--- config.mk ---
export PLATFORM = sky130hd
export DESIGN_NAME = hbm_queue
export DESIGN_NICKNAME = d
export VERILOG_FILES = /design/src/rtl/core/hbm_queue.sv
export SDC_FILE = /design/constraint.sdc
export NUM_CORES = 1
export LEC_CHECK = 0
export BUFFER_PORTS_ARGS = -buffer_cell sky130_fd_sc_hd__buf_2
export CAP_MARGIN = 25
export CORE_MARGIN = 2
export CORE_UTILIZATION = 44
export CTS_CLUSTER_SIZE = 10
export DETAILED_ROUTE_END_ITERATION = 7
export GPL_TIMING_DRIVEN = 0
export PLACE_DENSITY = 0.72
export SLEW_MARGIN = 10
export SYNTH_ARGS = -nofsm -noshare
export SYNTH_HDL_FRONTEND = slang
export SYNTH_SLANG_ARGS = --single-unit
--- constraint.sdc ---
create_clock -name clock -period 1.45 [get_ports clock]
set_clock_uncertainty 0.1 [all_clocks]
set_input_delay 0.0725 -clock clock [delete_from_list [all_inputs] [get_ports clock]]
set_output_delay 0.0725 -clock clock [all_outputs]
set_load 0.005 [all_outputs]
--- src/rtl/core/hbm_queue.sv ---
module hbm_queue #(
   parameter int DEPTH = 2,
   parameter int WIDTH = 8
) (
   input  logic             clock,
   input  logic             reset,
   input  logic             push,
   input  logic [WIDTH-1:0] wdata,
   output logic             full,
   input  logic             pop,
   output logic [WIDTH-1:0] rdata,
   output logic             empty
);

   localparam int PTR_W = $clog2(DEPTH);
   localparam int CNT_W = $clog2(DEPTH + 1);
   localparam logic [PTR_W-1:0] PTR_LAST = PTR_W'(DEPTH - 1);
   localparam logic [CNT_W-1:0] CNT_FULL = CNT_W'(DEPTH);

   logic [WIDTH-1:0] mem_ff [DEPTH];
   logic [PTR_W-1:0] wr_ptr_ff, wr_ptr_in;
   logic [PTR_W-1:0] rd_ptr_ff, rd_ptr_in;
   logic [CNT_W-1:0] count_ff, count_in;
   logic             do_push;
   logic             do_pop;

   assign full    = (count_ff == CNT_FULL);
   assign empty   = (count_ff == '0);
   assign do_push = push && !full;
   assign do_pop  = pop && !empty;
   assign rdata   = mem_ff[rd_ptr_ff];

   // Pointer and fill count update
   always_comb begin
      wr_ptr_in = wr_ptr_ff;
      rd_ptr_in = rd_ptr_ff;
      if (do_push) begin
         wr_ptr_in = (wr_ptr_ff == PTR_LAST) ? '0 : wr_ptr_ff + PTR_W'(1);
      end
      if (do_pop) begin
         rd_ptr_in = (rd_ptr_ff == PTR_LAST) ? '0 : rd_ptr_ff + PTR_W'(1);
      end
      unique case ({do_push, do_pop})
         2'b10:   count_in = count_ff + CNT_W'(1);
         2'b01:   count_in = count_ff - CNT_W'(1);
         default: count_in = count_ff;
      endcase
   end

   always_ff @(posedge clock) begin
      if (reset) begin
         wr_ptr_ff <= '0;
         rd_ptr_ff <= '0;
         count_ff  <= '0;
      end else begin
         wr_ptr_ff <= wr_ptr_in;
         rd_ptr_ff <= rd_ptr_in;
         count_ff  <= count_in;
      end
   end

   // Storage
   always_ff @(posedge clock) begin
      if (do_push) begin
         mem_ff[wr_ptr_ff] <= wdata;
      end
   end

   a_count_range: assert property (@(posedge clock) disable iff (reset)
      count_ff <= CNT_FULL)
      else $error("queue count beyond depth");

   a_ptr_count: assert property (@(posedge clock) disable iff (reset)
      (wr_ptr_ff == rd_ptr_ff) |-> (count_ff == '0 || count_ff == CNT_FULL))
      else $error("queue pointers disagree with count");

endmodule

==> impl_metrics.toml, run 1 <==
[synthesis]
yosysWarnings = 0
synthesis.area_um2 = 798
synth_area_leader_cell = "edfxtp_1"
ys_top_cells_by_area = "edfxtp_1 60%, dfxtp_1 13%, mux2_2 11%"
avgSynthCellArea_um2 = 15.7
synth-async-reset-ratio = 0
synthFlopType = "edfxtp_1"
yosys.cell_types.count = 17
yosys.cell_count.top_type = "edfxtp_1"
synth-seq-cells = 21
ys_seq_area_frac = 0.727
yosysTopAreaCellShare = 0.602
synth-edff-count = 16
synth_top_cells_by_count = "16 x edfxtp_1, 8 x mux2_2, 5 x dfxtp_1, 4 x nor2_1"
synthCells = 51
synth_nets = 64

[placement]
placed_area_um2 = 943
io_buffers = 21
dp_hpwl_um = 937
gp_congestion = 0.604

[cells_and_area]
drive_above_1_share = 0.506
antenna_cells = 0
syn_to_final_growth_pct = 38.7
finalInstanceArea_um2 = 1110
regArea_um2 = 592
multi_input_comb_area_um2 = 225
num-nets-final = 101
fillers = 130

[min_path]
hold_depth = 4
min-delay-path-class = "primary input to flip-flop"

[worst_setup_path]
critPathKind = "flip-flop to flip-flop"
reg2reg_depth = 5
startpoint_type = "flip-flop"
arrival_ns = 1.67
critPathCaptureType = "flip-flop"
required_ns = 1.56
crit_fanout = 4

[timing]
finalHoldViolCount = 0
slew_headroom = 0.737
worstMarginPinSlew_ns = 0.395
rsz0062_at_grt = "true"
slew_violations = 0
period_needed_ns = 1.56
fin_crit_sh = 1.08
setup_viol_count_final = 1
setup_ws_ns = -0.112
fmax_ghz = 0.640

[cts]
cts_buffers = 3
cts.sink_count = 21
insertion_delay_ns = 0.29
cts_tree = "done"
path_clk_slew_ns = 0.11
h-tree-depth = 1
cts_buffer_depth = 2
clock-root-buffer = "clkbuf_4"

[run_status]
status = "complete, but fails checks"
violations = "setup timing"

[power]
power_frac_seq = 0.501
power.density_nw_per_um2 = 1600
p_total_mw = 1.77
p_leak_nw = 0.442
power.switching_mw = 0.510
pwr-share-clk = 0.151
combPwrFrac = 0.348
vdd_drop_max_uv = 1160
swShare = 0.288
internal-power_mw = 1.26

[drt]
wirelength_mm = 1.42
first_pass_iters = 2
wl_per_cell_um = 12.7
antenna_left = 0
vias_per_cell = 4.62
drtIter0Drc = 3
via_count = 517
drc = 0

[floorplanning]
dieArea_um2 = 2170
die_h_um = 46.6
ios = 22
die_x_um = 46.6
rows = 15
coreArea_um2 = 1710
initial_utilization = 0.467

[global_route]
antenna_found_initial = 0
grt_max_degree = 13
overflow = 0
grt_pass1_vias = 485
track_usage = 0.138
grt_pass1_wl_mm = 1.99

[run]
max-cap-violations = 0
-- metrics by stage --
step           hold WS, ns  setup WS (ns)   util  TNS, ns  instances
2_1_floorplan       0.0375         0.0188      -        0         51
3_3_place_gp         0.161        -0.0201  0.552  -0.0788         97
3_5_place_dp         0.164        -0.0613  0.552   -0.369         97
4_1_cts             0.0815        -0.0566  0.638  -0.0566        111
5_1_grt              0.109         -0.186  0.648   -0.186        112
6_report            0.0835         -0.112  0.648   -0.112        112
-- timing repair --
action	CTS	global route
setup buffers	2	1
gates resized for setup	5	3
hold buffers	9	0
pin swaps	3	2
endpoints found under the hold margin	21	0
setup endpoints to repair	17	14
-- registers in the layout (all words and copies together), names as in the netlist, named ones only --
name,cells
rd_ptr_ff,1
count_ff,2
wr_ptr_ff,1
mem_ff,16
-- placed cells by master, fill, tap and decap left out, types with 2 or more instances in the layout --
cell type,instances
a21oi_1,2
dfxtp_4,3
clkbuf_4,3
xnor2_1,2
nor2_1,4
o21ai_0,2
buf_4,3
buf_2,21
dlygate4sd3_1,9
edfxtp_1,16
dfxtp_1,2
mux2_2,8
-- path summary, 6_finish.rpt --
| path | endpoint | startpoint | slack, ns |
|---|---|---|---|
| setup reg to reg | count_ff[1] | count_ff[0] | -0.11 |
| hold / removal | wr_ptr_ff | push | 0.08 |
| setup / recovery | count_ff[1] | count_ff[0] | -0.11 |
| hold reg to reg | wr_ptr_ff | wr_ptr_ff | 0.41 |
-- power by group through the flow --
stage / combinational (mW) / sequential [mW] / clock, mW
after floorplan: 0.358 / 0.840 / 0
after global placement: 0.509 / 0.849 / 0
after detailed placement: 0.529 / 0.861 / 0
after CTS: 0.577 / 0.885 / 0.271
after global routing: 0.687 / 0.899 / 0.299
final: 0.616 / 0.886 / 0.267
-- critical path: stages (launching register included) --
cell and delay (ns):
dfxtp_4 0.38, nand2b_4 0.13, nand2_1 0.09, ha_4 0.26, or3_1 0.37, a21oi_1 0.17
-- cell families (layout without fill, tap and decap cells) --
| logic type | after synthesis | count (layout) | share of synthesized area |
|---|---|---|---|
| AO/OA/AOI/OAI | 5 | 5 | 0.0345 |
| buffers and inverters | 4 | 40 | 0.0188 |
| flip-flops | 21 | 21 | 0.727 |
| XOR/XNOR | 3 | 3 | 0.0329 |
| adder cells (fa/ha/maj) | 1 | 1 | 0.0157 |
| AND/OR/NAND/NOR | 9 | 9 | 0.0580 |
| multiplexers | 8 | 8 | 0.113 |
-- area by class of cell --
class	count	share of cell area
Sequential cell	21	0.534
Multi-Input combinational cell	26	0.203
Timing Repair Buffer	33	0.197
Tap cell	25	0.0282
Clock buffer	3	0.0203
Inverter	3	0.0124
Clock inverter	1	0.00452
-- metal layers --
metal  GRT usage  wire, µm  vias up  part of all wire
met5           0         0        -                 0
met4      0.0514        21        0             0.015
met3      0.0353        46        2             0.032
met2       0.275       810       12              0.57
met1       0.131       541      247              0.38
li1            -         -      256                 -
Power figures use the tool's default switching activity.
==> run 2, diff against run 1 <==
- CTS_BUF_LIST: default -> sky130_fd_sc_hd__clkbuf_16
==> impl_metrics.toml, run 2 (same netlist as run 1, synthesis figures left out) <==
[min_path]
min-delay-path-class = "primary input to flip-flop"

[worst_setup_path]
r2r_start = "count_ff[1]"
arrival_ns = 1.58
crit_fanout = 5
cp-endpoint = "count_ff[1]"
cp-startpoint = "count_ff[1]"
critPathKind = "flip-flop to flip-flop"
r2r_end = "count_ff[1]"
required_ns = 1.52
r2r_slack_ns = -0.06
critPathCaptureType = "flip-flop"
startpoint_type = "flip-flop"
reg2reg_depth = 5

[cells_and_area]
fillers = 124
largest_register = "mem_ff"
final_cell_mix = "21 x buf_2, 16 x edfxtp_1, 9 x dlygate4sd3_1"
layoutNonFillerInstCount = 111
syn_to_final_growth_pct = 44.0
antenna_cells = 0
final_common_cell = "buf_2"
top_regs = "mem_ff (16), count_ff (2)"
drive_above_1_share = 0.500
num-nets-final = 100
largest_reg_flops = 16

[drt]
wirelength_mm = 1.41
antenna_left = 0
vias_per_cell = 4.60
drtIter0Drc = 6
wl_per_cell_um = 12.7
drc = 0
via_count = 511
first_pass_iters = 3

[timing]
worstMarginPinSlew_ns = 0.403
setup_viol_count_final = 1
slew_violations = 0
rsz0062_at_grt = "true"
period_needed_ns = 1.51
fmax_ghz = 0.661
tns_ns = -0.0629
slew_headroom = 0.731
fin_crit_sh = 1.04
setup_ws_ns = -0.0629
finalHoldViolCount = 0
whs_ns = 0.138

[global_route]
antenna_found_initial = 0
track_usage = 0.149
grt_pass1_vias = 510
grt_max_degree = 13
overflow = 0
grt_pass1_wl_mm = 2.08

[placement]
place_ws_ns = -0.0613
place_inst = 97
io_buffers = 21
dp_hpwl_um = 937
gp_congestion = 0.604

[floorplanning]
dieArea_um2 = 2170
initial_utilization = 0.467
ios = 22
coreArea_um2 = 1710
die_x_um = 46.6
rows = 15
die_h_um = 46.6

[cts]
path_clk_slew_ns = 0.06
cts_tree = "done"
cts_buffer_depth = 2
cts.sink_count = 21
insertion_delay_ns = 0.25
clock-root-buffer = "clkbuf_16"
cts_buffers = 3
h-tree-depth = 1

[power]
p_leak_nw = 0.460
p_total_mw = 2.04
power.density_nw_per_um2 = 1780
vdd_drop_max_uv = 1270

[run_status]
violations = "setup timing"
status = "complete, but fails checks"

[run]
max-cap-violations = 0
==> run 2: cell type report <==
class                      instances  area (µm²)  area share
sequential                        21         589       0.513
multi-input combinational         26         225       0.196
timing repair buffer              32         210       0.183
clock buffer                       3        75.1      0.0653
tap                               25        31.3      0.0272
inverter                           3        13.8      0.0120
clock inverter                     1        5.00     0.00435
==> run 2: where the power goes <==
| part | total [mW] | switching, mW | internal [mW] |
|---|---|---|---|
| clock | 0.565 | 0.195 | 0.369 |
| combinational | 0.594 | 0.249 | 0.345 |
| sequential | 0.883 | 0.0885 | 0.795 |
| total | 2.04 | 0.532 | 1.51 |
==> run 2: layer usage <==
metal | track usage | wire, µm | vias up
met2 | 0.292 | 827 | 12
li1 | - | - | 254
met5 | 0 | 0 | -
met4 | 0.0857 | 21 | 0
met3 | 0.0353 | 51 | 2
met1 | 0.134 | 507 | 243
==> run 2: worst max-delay path, stage by stage, from the launching register on <==
cell and delay, ns:
dfxtp_4 0.36, o21a_1 0.22, ha_4 0.16, xnor2_1 0.13
or3_1 0.32, a21oi_1 0.14
==> run 2: worst min path at each step <==
stage,slack [ns],startpoint,end,cells past startpoint
6_report,0.14,push,wr_ptr_ff,4
5_1_grt,0.18,push,wr_ptr_ff,4
4_1_cts,0.14,push,wr_ptr_ff,4
3_5_place_dp,0.16,wdata[7],mem_ff[1][7],1
3_3_place_gp,0.16,wdata[7],mem_ff[0][7],1
2_1_floorplan,0.04,reset,count_ff[0],1
==> run 2: timing repair <==
item,CTS,global route
endpoints found under the setup margin,17,9
pin swaps,3,1
resized for setup,5,2
hold buffers,9,0
endpoints found under the hold margin,21,0
setup buffers,2,0
==> run 2: metrics by stage <==
| step | util | cell area, µm² |
|---|---|---|
| finish | 0.673 | 1150 |
| global placement | 0.552 | 943 |
| global route | 0.673 | 1150 |
| detailed placement | 0.552 | 943 |
| floorplan | - | 807 |
| CTS | 0.669 | 1140 |
==> run 3, diff against run 2 <==
- CORE_UTILIZATION: 44 -> 47
- CTS_BUF_LIST: sky130_fd_sc_hd__clkbuf_16 -> sky130_fd_sc_hd__clkbuf_8
- PLACE_DENSITY: 0.72 -> 0.76
==> impl_metrics.toml, run 3 (same netlist as run 1, synthesis figures left out) <==
[worst_setup_path]
critPathCaptureType = "flip-flop"
cp_top_family = "flip-flops"
critPathBufInv = 0
crit_path_cell_trace = "o21a_1 -> ha_4 -> xnor2_2 -> or3_4 -> a21oi_2"
arrival_ns = 1.57
slowest_stage = "dfxtp_4"
required_ns = 1.53
critPathKind = "flip-flop to flip-flop"
critical-path-max-stage-delay_ns = 0.35
startpoint_type = "flip-flop"
crit_fanout = 4

[floorplanning]
coreArea_um2 = 1540
initial_utilization = 0.518
ios = 22
dieArea_um2 = 2040
rows = 14
die_x_um = 45.2
die_h_um = 45.2

[global_route]
grt_max_degree = 12
track_usage = 0.138
antenna_found_initial = 0
grt_pass1_wl_mm = 1.94
grt_pass1_vias = 496
overflow = 0

[cts]
h-tree-depth = 1
insertion_delay_ns = 0.25
clock-root-buffer = "clkbuf_8"
cts_buffer_depth = 2
cts_tree = "done"
cts.sink_count = 21
path_clk_slew_ns = 0.07
cts_buffers = 3

[drt]
drc = 0
antenna_left = 0
via_count = 515
wl_per_cell_um = 12.0
drtIter0Drc = 2
first_pass_iters = 3
wirelength_mm = 1.26
vias_per_cell = 4.90

[cells_and_area]
layoutNonFillerInstCount = 105
antenna_cells = 0
num-nets-final = 103
final_cell_mix = "21 x buf_2, 16 x edfxtp_1, 9 x dlygate4sd3_1"
drive_above_1_share = 0.551
largest_register = "mem_ff"
final_common_cell = "buf_2"
fillers = 109
largest_reg_flops = 16
top_regs = "mem_ff (16), count_ff (2)"
post-route-util = 0.743
syn_to_final_growth_pct = 43.4

[power]
power.density_nw_per_um2 = 1670
p_leak_nw = 0.466
vdd_drop_max_uv = 1440
power_frac_seq = 0.456
power.switching_mw = 0.516
swShare = 0.269
internal-power_mw = 1.40
pwr-share-clk = 0.186
combPwrFrac = 0.357

[timing]
finalHoldViolCount = 0
whs_ns = 0.127
period_needed_ns = 1.48
worstMarginPinSlew_ns = 0.368
tns_ns = -0.0318
slew_violations = 0
fin_crit_sh = 1.02
setup_ws_ns = -0.0318
setup_viol_count_final = 1
fmax_ghz = 0.675
slew_headroom = 0.755
rsz0062_at_grt = "true"

[run]
max-cap-violations = 0

[placement]
dp_hpwl_um = 816
io_buffers = 21
gp_congestion = 0.626
place_ws_ns = -0.0642
place_inst = 88

[min_path]
min-delay-path-class = "primary input to flip-flop"

[run_status]
violations = "setup timing"
status = "complete, but fails checks"
[run 3: worst min-delay path, stage by stage]
cell and delay [ns]:
buf_2 0.11, inv_1 0.06, or3_4 0.13, a21oi_1 0.05
[run 3: cell type report]
| class | count | area [µm²] | share of cell area |
|---|---|---|---|
| clock inverter | 1 | 3.75 | 0.00328 |
| sequential | 21 | 589 | 0.515 |
| multi-input combinational | 26 | 244 | 0.213 |
| tap | 16 | 20.0 | 0.0175 |
| clock buffer | 3 | 41.3 | 0.0361 |
| timing repair buffer | 35 | 233 | 0.203 |
| inverter | 3 | 13.8 | 0.0120 |
[run 3: metal layers]
| metal | vias up | track usage | part of all wire |
|---|---|---|---|
| li1 | 261 | - | - |
| met1 | 234 | 0.164 | 0.42 |
| met2 | 18 | 0.226 | 0.51 |
| met3 | 2 | 0.0400 | 0.062 |
| met4 | 0 | 0.0706 | 0.011 |
| met5 | - | 0 | 0 |
[run 3: power by group through the flow]
stage                     Sequential, mW  Clock [mW]  Combinational (mW)
after floorplan                    0.840           0               0.358
after global placement             0.848           0               0.510
after detailed placement           0.855           0               0.525
after CTS                          0.876       0.369               0.570
after global routing               0.890       0.390               0.750
final                              0.875       0.357               0.684
[run 3: worst paths after layout]
| path | endpoint | slack, ns | startpoint | depth (start not counted) |
|---|---|---|---|---|
| min | wr_ptr_ff | 0.13 | push | 4 |
| max | count_ff[1] | -0.03 | count_ff[0] | 5 |
| min reg2reg | wr_ptr_ff | 0.40 | wr_ptr_ff | 2 |
| max reg2reg | count_ff[1] | -0.03 | count_ff[0] | 5 |
[run 3: repair_timing]
| action | CTS | global route |
|---|---|---|
| setup endpoints to repair | 17 | 9 |
| resized for setup | 3 | 8 |
| hold buffers | 9 | 0 |
| pin swaps | 1 | 2 |
| endpoints found under the hold margin | 21 | 0 |
| setup buffers | 3 | 2 |
[run 3: through the flow]
step           instance area, µm²  power [mW]
2_1_floorplan                 807        1.20
3_3_place_gp                  932        1.36
3_5_place_dp                  932        1.38
4_1_cts                      1090        1.82
5_1_grt                      1140        2.03
6_report                     1140        1.92
