### src/rtl/core/hbm_pkg.sv
package hbm_pkg;

   // Number format: signed Q15.16
   localparam int DATA_W = 32;
   localparam logic [DATA_W-1:0] ONE_Q16 = 32'h0001_0000;
   localparam logic [DATA_W-1:0] SAT_MAX = 32'h7FFF_FFFF;
   localparam logic [DATA_W-1:0] SAT_MIN = 32'h8000_0000;

   // Three spatial columns, one divider lane each
   localparam int NUM_LANES = 3;

   // Quotient bits per division; larger quotients saturate
   localparam int QUO_W = 33;
   localparam int DIV_STEPS = QUO_W;
   // Product magnitude width (|t| <= 2^31, so |t_k * t_j| <= 2^62)
   localparam int PROD_W = 63;
   // Lane registers: operands, product, setup, one per quotient bit, result
   localparam int LANE_DEPTH = DIV_STEPS + 4;

   // Row codes
   localparam logic [1:0] ROW_FIRST = 2'd0;
   localparam logic [1:0] ROW_LAST  = 2'd3;

   // Command codes
   localparam logic CMD_FORWARD = 1'b0;
   localparam logic CMD_INVERSE = 1'b1;

   // Classified point waiting between front and back
   typedef struct packed {
      logic                                inverse;
      logic                                bad;
      logic [DATA_W-1:0]                   den;
      logic [NUM_LANES-1:0][DATA_W-1:0]    mag;
      logic [NUM_LANES-1:0]                sgn;
      logic [DATA_W-1:0]                   coord_w;
   } item_type;

   // Operands of one lane for one row
   typedef struct packed {
      logic [DATA_W-1:0] mag_a;
      logic [DATA_W-1:0] mag_b;
      logic [DATA_W-1:0] den;
      logic              neg;
      logic              diag;
   } op_type;

   // Row bookkeeping that travels beside the lanes
   typedef struct packed {
      logic [1:0]        row_index;
      logic [DATA_W-1:0] col3;
      logic              bad;
   } sb_type;

   // One matrix row as delivered
   typedef struct packed {
      logic [1:0]        row_index;
      logic [DATA_W-1:0] entry_col0;
      logic [DATA_W-1:0] entry_col1;
      logic [DATA_W-1:0] entry_col2;
      logic [DATA_W-1:0] entry_col3;
      logic              last_row;
      logic              bad_point;
   } result_type;

endpackage

### src/rtl/core/hbm_front.sv
module hbm_front (
   input  logic              req_command,
   input  logic signed [31:0] req_coord_x,
   input  logic signed [31:0] req_coord_y,
   input  logic signed [31:0] req_coord_z,
   input  logic signed [31:0] req_coord_w,
   output hbm_pkg::item_type item
);

   logic signed [32:0]                                   den_s;
   logic [hbm_pkg::NUM_LANES-1:0][hbm_pkg::DATA_W-1:0]   coord;

   assign coord[0] = req_coord_x;
   assign coord[1] = req_coord_y;
   assign coord[2] = req_coord_z;

   // Denominator w + 1 and the bad-point check
   assign den_s = {req_coord_w[31], req_coord_w} + 33'sh0_0001_0000;

   always_comb begin
      item.inverse = (req_command == hbm_pkg::CMD_INVERSE);
      item.bad     = den_s[32] || (den_s == '0);
      item.den     = item.bad ? 32'd1 : den_s[31:0];
      item.coord_w = req_coord_w;
      // Split x, y, z into sign and magnitude (most negative gives 2^31)
      for (int j = 0; j < hbm_pkg::NUM_LANES; j++) begin
         item.sgn[j] = coord[j][31];
         item.mag[j] = coord[j][31] ? (~coord[j] + 32'd1) : coord[j];
      end
   end

endmodule

### config.mk
export PLATFORM = sky130hd
export DESIGN_NAME = hbm_front
export DESIGN_NICKNAME = d
export VERILOG_FILES = /design/src/rtl/core/hbm_pkg.sv /design/src/rtl/core/hbm_front.sv
export SDC_FILE = /design/constraint.sdc
export NUM_CORES = 1
export LEC_CHECK = 0
export ABC_AREA = 1
export BUFFER_PORTS_ARGS = -buffer_cell sky130_fd_sc_hd__buf_2
export CORE_AREA = 3 3 112 114
export DETAILED_ROUTE_END_ITERATION = 8
export DIE_AREA = 0 0 115 117
export PLACE_DENSITY = 0.64
export SYNTH_ARGS = -nofsm -noshare
export SYNTH_HDL_FRONTEND = slang
export SYNTH_SLANG_ARGS = --single-unit
### constraint.sdc
create_clock -name vclk -period 2
set_input_delay 0.3 -clock vclk [all_inputs]
set_output_delay 0.3 -clock vclk [all_outputs]
set_load 0.02 [all_outputs]
==> impl_metrics.toml, run 1 <==
[timing]
timing.fmax_mhz = 444
min_period_ns = 2.25
max_slew_margin_pct = 62.6
finalSetupViolations = 32
hold_ws_ns = 0.600
rsz0062_at_grt = "true"
worst_pin_slew_ns = 0.556
worst_slack_ns = -0.250
finalHoldViolations = 0
final.period_utilization_pct = 113
maxSlewViolCount = 0

[cells_and_area]
sequential_cell_total = 0
final_cells = 1241
nClkBuffers = 0
num_antenna_cells = 0
final_cell_mix = "buf_2 (242), buf_4 (146), nand2_1 (145)"
nNetsFinal = 1234
areaGrowthSynthToFinish_pct = 87.4
regArea_sq_um = 0
final_cell_area_sq_um = 6850
layout_commonest_cell = "buf_2"
drive_above_1_share_pct = 50.5

[route]
wl_met3_mm = 1.15
drt_iter0_markers = 246
dr_wl_met2_mm = 8.48
first_pass_iters = 4
vias_per_cell = 4.64
top_layer = "met4"
drc_errors = 0
met1_length_mm = 6.20
finalWirelength_mm = 16.0
wire_per_inst_um = 12.9
vias = 5761
ant_nets = 0

[placement]
dp_hpwl_mm = 12.7
dp_cells = 1210
globalplace.congestion = 0.912
dpl_worst_slack_ns = -0.304
placed_area_sq_um = 5720
port_buffers = 292

[grt]
grt_remaining_overflow = 0
antenna_found_initial = 0
grt_first_pass_wirelength_mm = 22.9
grt_usage_pct = 19.9
grt_pass1_vias = 5140
grt_max_degree = 27

[logic_synthesis]
synth_top_family_by_area = "simple AND/OR/NAND/NOR gates"
yosysUniqueCellTypes = 27
syn_nets = 865
synth_cells = 731
yosys-mux-area-fraction_pct = 0
synth_fa_ha_area_share_pct = 1.71
synth_area_sq_um = 3660
synth_warnings = 0
synth_xor_area_share_pct = 19.4
yosysSeqAreaShare_pct = 0
avgSynthCellArea_sq_um = 5.00
yosys.area_share.simple_pct = 49.3
synth_compound_area_share_pct = 7.05

[pwr]
max-vdd-ir-drop_v = 0.000167
p_per_area_nw_per_um2 = 240
power_mw = 1.65
power_leakage_nw = 3.71

[floorplan]
dieArea_sq_um = 13500
core_sq_um = 11500
boundaryPins = 294
rows = 39
start_util_pct = 31.7
die_y_um = 117
die_w_um = 115

[worst_setup_path]
critical_path_arrival_ns = 1.95
cp_top_family = "simple AND/OR/NAND/NOR gates"
worst_path_max_delay_cell = "nor2_4"
crit_chain = "buf_2 -> nand2_2 -> nor2_1 -> buf_4 -> nand3_1 -> nand2_1 -> nand2_1 -> nor2_1 -> nand3_1 -> nor2_4 -> buf_4 -> clkbuf_16 -> nor3_2 -> buf_2"
cp.required_ns = 1.70
cp_num_buf_inv = 5
critical_path_class = "in2out"
path_depth = 14
crit_fanout = 5
max_stage_delay_ns = 0.19
worstSetupEndpointType = "output port"
startpoint_type = "primary input"

[job]
drv_cap = 0

[hold_path]
holdPathStages = 0
min_from = "req_command"
hp-class = "in2out"
min_to = "item[164]"

[run_status]
violations = "setup timing"
status = "complete, but fails checks"
-- power by group --
group          total (mW)  leakage (nW)  internal, mW  switching, mW
clock                   0             0             0              0
sequential              0             0             0              0
combinational        1.65          3.71         0.670          0.977
total                1.65          3.71         0.670          0.977
-- final cells by class --
cell class                 count  area, sq um
multi-input combinational    557         3430
fill                        1124         4660
timing repair buffer         422         2760
tap                          143          179
inverter                     119          482
-- metrics by stage --
stage	setup TNS [ns]	util, %
2_1_floorplan	-2.66	-
3_3_place_gp	-7.76	49.7
3_5_place_dp	-9.90	49.7
4_1_cts	-5.15	54.2
5_1_grt	-10.97	59.5
6_report	-6.81	59.5
-- Yosys cell counts, drive strengths merged (2+ instances only) --
library cell  instances  area (sq um)
a21oi                 8          40.0
a31oi                 4          25.0
and3                  3          18.8
buf                  42           327
clkbuf               13          48.8
ha                    5          62.6
inv                 118           443
nand2               171           642
nand3                52           260
nand3b                4          30.0
nand4                11          68.8
nor2                125           482
nor3                 48           250
nor3b                 2          15.0
nor4                  2          12.5
o21ai                34           170
o21bai                2          15.0
or2                   4          25.0
xnor2                19           166
xor2                 62           543
-- per-layer routing --
layer	GRT usage, %	vias to the layer above
li1	-	2978
met1	23.0	2549
met2	39.7	220
met3	2.88	14
met4	2.27	0
met5	0	-
-- worst max-delay path by stage --
stage           endpoint  slack (ns)            start
2_1_floorplan  item[159]       -0.12  req_coord_w[16]
3_3_place_gp   item[131]       -0.23  req_coord_w[16]
3_5_place_dp   item[131]       -0.30  req_coord_w[16]
4_1_cts        item[159]       -0.19  req_coord_w[16]
5_1_grt        item[147]       -0.36  req_coord_w[19]
6_report       item[133]       -0.25  req_coord_w[19]
-- what timing repair did --
| item | 4_1_cts | 5_1_grt |
|---|---|---|
| hold buffers | 0 | 0 |
| gates resized for setup | 98 | 155 |
| cloned | 2 | 3 |
| setup buffers | 20 | 9 |
| pin swaps | 26 | 47 |
| setup endpoints to repair | 73 | 90 |
-- cell families (layout without fill, tap and decap cells) --
family          after synthesis  in the layout
compound gates               49             49
xor+xnor                     81             81
fa+ha+maj                     5              5
buf+inv                     174            541
simple gates                422            422
(Power assumes the default switching activity.)
==> inputs of run 2 (changes only) <==
Settings changed: CELL_PAD_IN_SITES_DETAIL_PLACEMENT set to 1, CELL_PAD_IN_SITES_GLOBAL_PLACEMENT set to 1, CORE_AREA 3 3 112 114 to unset, CORE_MARGIN set to 3, CORE_UTILIZATION set to 24, DIE_AREA 0 0 115 117 to unset, PLACE_DENSITY 0.64 to 0.81.
==> run 2 against run 1 <==
Net effect: the run still ends with setup timing left; design area up 8.2%; critical path depth unchanged; worst setup slack better by 0.017 ns; non-clock buffer count up 7; first-iteration DRC count down 47%; core utilization down 9.1 points; die area up 24%; worst hold slack about the same; highest routed layer unchanged.
==> impl_metrics.toml, run 2 (synthesis results as in run 1) <==
[floorplan]
dieArea_sq_um = 16800
boundaryPins = 294
rows = 44
die_y_um = 129
start_util_pct = 24.9
die_w_um = 129
core_sq_um = 14700

[worst_setup_path]
critical_path_class = "in2out"
worstSetupEndpointType = "output port"
crit_fanout = 7
critical_path_arrival_ns = 1.93
max_stage_delay_ns = 0.16
path_depth = 14
cp.required_ns = 1.70
endpoint = "item[136]"
worst_path_max_delay_cell = "buf_4"
cp_top_family = "simple AND/OR/NAND/NOR gates"
startpoint_type = "primary input"
cp_num_buf_inv = 5
critPathLaunch = "req_coord_w[17]"
crit_chain = "buf_6 -> ha_4 -> nand3_4 -> inv_1 -> nand3_1 -> nand2_1 -> nand2_1 -> nor2_2 -> nand3_2 -> nor2_4 -> buf_4 -> buf_8 -> nor3_2 -> buf_4"

[grt]
grt_usage_pct = 22.2
antenna_found_initial = 1
grt_first_pass_wirelength_mm = 30.9
grt_pass1_vias = 6436
grt_max_degree = 27
grt_remaining_overflow = 0

[hold_path]
holdPathStages = 0
hp-class = "in2out"

[timing]
final.period_utilization_pct = 112
max_slew_margin_pct = 72.6
maxSlewViolCount = 0
finalHoldViolations = 0
rsz0062_at_grt = "true"
worst_pin_slew_ns = 0.408
min_period_ns = 2.23
worst_slack_ns = -0.233
timing.fmax_mhz = 448
finalSetupViolations = 33

[route]
finalWirelength_mm = 22.4
wire_per_inst_um = 17.3
ant_nets = 0
vias = 6205
drc_errors = 0
drt_iter0_markers = 131
first_pass_iters = 4
vias_per_cell = 4.81

[pwr]
p_per_area_nw_per_um2 = 246
power_leakage_nw = 3.86
max-vdd-ir-drop_v = 0.000184

[run_status]
violations = "setup timing"
status = "complete, but fails checks"

[cells_and_area]
nNetsFinal = 1241
layout_commonest_cell = "buf_2"
final_cells = 1291
final_cell_mix = "buf_2 (218), buf_4 (162), nand2_1 (132)"
regArea_sq_um = 0
final_cell_area_sq_um = 7420
fillers = 2004
areaGrowthSynthToFinish_pct = 103
nClkBuffers = 0
sequential_cell_total = 0
drive_above_1_share_pct = 55.9

[placement]
port_buffers = 292
globalplace.congestion = 0.835
dp_hpwl_mm = 16.4
dp_cells = 1272
dpl_worst_slack_ns = -0.351
placed_area_sq_um = 5930

[job]
drv_cap = 0
## run 2: cell count changes in the layout (fill, tap and decap cells not counted), sizes merged
cell,change
buf,+8
clkbuf,-1
clkinv,-2
diode,+2
inv,+2
## run 2: timing repair
action                                  CTS  global route
hold buffers                              0             0
pin swaps                                34            60
gates cloned                              2             0
gates resized for setup                 202           184
hold endpoints to repair                  0             0
buffers inserted                          9             7
endpoints found under the setup margin   80            87
## run 2: worst min path at each step
stage                         start        end  slack, ns
finish                  req_command  item[164]       0.60
floorplan           req_coord_y[30]   item[98]       0.65
detailed placement      req_command  item[164]       0.60
CTS                     req_command  item[164]       0.60
global route            req_command  item[164]       0.60
global placement        req_command  item[164]       0.60
## run 2: per-stage QoR
step	power [mW]	hold slack, ns	setup TNS [ns]	util [%]
3_5_place_dp	1.50	0.600	-15.93	40.3
5_1_grt	1.95	0.600	-11.99	50.4
6_report	1.82	0.600	-6.61	50.5
3_3_place_gp	1.47	0.600	-11.02	40.3
2_1_floorplan	0.835	0.652	-2.66	-
4_1_cts	1.66	0.600	-6.41	46.0
## run 2: layout make-up
cell class | instances | area [sq um] | share of cell area [%]
antenna | 2 | 5.00 | 0.0675
inverter | 119 | 487 | 6.56
multi-input combinational | 557 | 3800 | 51.2
tap | 184 | 230 | 3.10
timing repair buffer | 429 | 2900 | 39.0
## run 2: where the power goes
group	internal, mW	switching [mW]	total [mW]
Clock	0.000000134	0	0.000000134
Combinational	0.727	1.10	1.82
Sequential	0	0	0
## run 2: metal layers
layer	vias to the layer above	routed length (um)	track usage, %
met1	2969	8030	23.1
met4	0	471	3.55
met3	36	1390	3.54
li1	2987	-	-
met2	213	12500	46.4
met5	-	0	0
==> inputs of run 3 (changes only) <==
Settings changed: SETUP_SLACK_MARGIN set to 0.1.
==> run 3 against run 2 <==
Net effect: the flow still finishes with violations (setup timing); via count up 6.1%; global-route usage down 0.47 points; critical path depth unchanged; worst setup slack worse by 0.21 ns; worst hold slack about the same; sequential cell count unchanged.
==> impl_metrics.toml, run 3 (synthesis results as in run 1) <==
[run_status]
status = "complete, but fails checks"
violations = "setup timing"

[timing]
worst_slack_ns = -0.448
timing.fmax_mhz = 409
finalHoldViolations = 0
final.period_utilization_pct = 122
max_slew_margin_pct = 68.1
worst_pin_slew_ns = 0.477
min_period_ns = 2.45
finalSetupViolations = 38
rsz0062_at_grt = "true"
hold_ws_ns = 0.600
maxSlewViolCount = 0

[cells_and_area]
nClkBuffers = 0
sequential_cell_total = 0
areaGrowthSynthToFinish_pct = 119
final_cells = 1294
drive_above_1_share_pct = 60.2
final_cell_area_sq_um = 8000
final_cell_mix = "buf_2 (195), buf_4 (158), nand2_1 (126)"
layout_commonest_cell = "buf_2"
regArea_sq_um = 0
nNetsFinal = 1242

[floorplan]
dieArea_sq_um = 16800
start_util_pct = 24.9
die_w_um = 129
rows = 44
boundaryPins = 294
die_y_um = 129
core_sq_um = 14700

[worst_setup_path]
critical_path_class = "in2out"
cp_top_family = "simple AND/OR/NAND/NOR gates"
worst_path_max_delay_cell = "nor2_4"
cp.required_ns = 1.70
max_stage_delay_ns = 0.23
crit_fanout = 7
crit_chain = "buf_12 -> ha_4 -> nand3_4 -> nor2_4 -> nand2_2 -> nand2_1 -> nand2_1 -> nor2_2 -> nand3_2 -> nor2_4 -> buf_6 -> buf_12 -> nor3_1 -> buf_2"
cp_num_buf_inv = 4
worstSetupEndpointType = "output port"
critical_path_arrival_ns = 2.15
startpoint_type = "primary input"

[pwr]
power_mw = 1.99
internal_power_mw = 0.801
p_per_area_nw_per_um2 = 249
p_sw_share_pct = 59.7
p_sw_mw = 1.19
combinationalPowerShare_pct = 100.0
max-vdd-ir-drop_v = 0.000168
power_leakage_nw = 4.03
clkPwrFrac_pct = 0
power_frac_seq_pct = 0

[grt]
antenna_found_initial = 4
grt_remaining_overflow = 0
grt_usage_pct = 21.7
grt_pass1_vias = 6450
grt_max_degree = 23
grt_first_pass_wirelength_mm = 30.6

[route]
wire_per_inst_um = 19.8
vias = 6586
ant_nets = 0
vias_per_cell = 5.09
first_pass_iters = 5
finalWirelength_mm = 25.6
drt_iter0_markers = 201
drc_errors = 0

[hold_path]
min_from = "req_command"
holdPathStages = 0
hp-class = "in2out"
min_to = "item[164]"

[placement]
port_buffers = 292
dp_hpwl_mm = 15.7
dpl_worst_slack_ns = -0.451
dp_cells = 1266
placed_area_sq_um = 5980
globalplace.congestion = 0.854

[job]
drv_cap = 0

[clock_network]
postCtsHoldBufs = 0
[run 3: metal layers]
layer | up-vias | wire length (um) | global-route usage (%)
met5 | - | 0 | 0
met4 | 0 | 1440 | 5.75
met3 | 112 | 1340 | 1.90
met2 | 342 | 14200 | 43.6
met1 | 3140 | 8670 | 24.1
li1 | 2992 | - | -
[run 3: final cells by class]
class / count / area, sq um
fill: 1929 / 6700
multi-input combinational: 557 / 4180
timing repair buffer: 430 / 3100
inverter: 119 / 488
tap: 184 / 230
antenna: 4 / 10.0
[run 3: power groups by stage]
stage | sequential (mW) | clock, mW | combinational, mW
3_5_place_dp | 0 | 0 | 1.50
2_1_floorplan | 0 | 0 | 0.848
6_report | 0 | 0.000000268 | 1.99
4_1_cts | 0 | 0 | 1.65
5_1_grt | 0 | 0.000000268 | 2.10
3_3_place_gp | 0 | 0 | 1.47
[run 3: worst max-delay path by stage]
stage	startpoint	end	slack [ns]	cells after the start
2_1_floorplan	req_coord_w[16]	item[151]	-0.07	10
3_3_place_gp	req_coord_w[16]	item[162]	-0.41	14
3_5_place_dp	req_coord_w[16]	item[149]	-0.45	15
4_1_cts	req_coord_w[16]	item[138]	-0.30	15
5_1_grt	req_coord_w[24]	item[143]	-0.56	13
6_report	req_coord_w[16]	item[143]	-0.45	14
[run 3: what timing repair did]
item,in CTS,in global routing
cloned,1,0
pin swaps,56,96
resized for setup,204,302
buffers inserted,12,13
setup endpoints to repair,95,96
[run 3: metrics by stage]
stage               utilization [%]  TNS, ns
detailed placement             40.7   -17.36
global route                   54.4   -18.59
CTS                            46.1    -9.18
finish                         54.4   -13.79
global placement               40.7   -14.80
floorplan                         -    -1.18
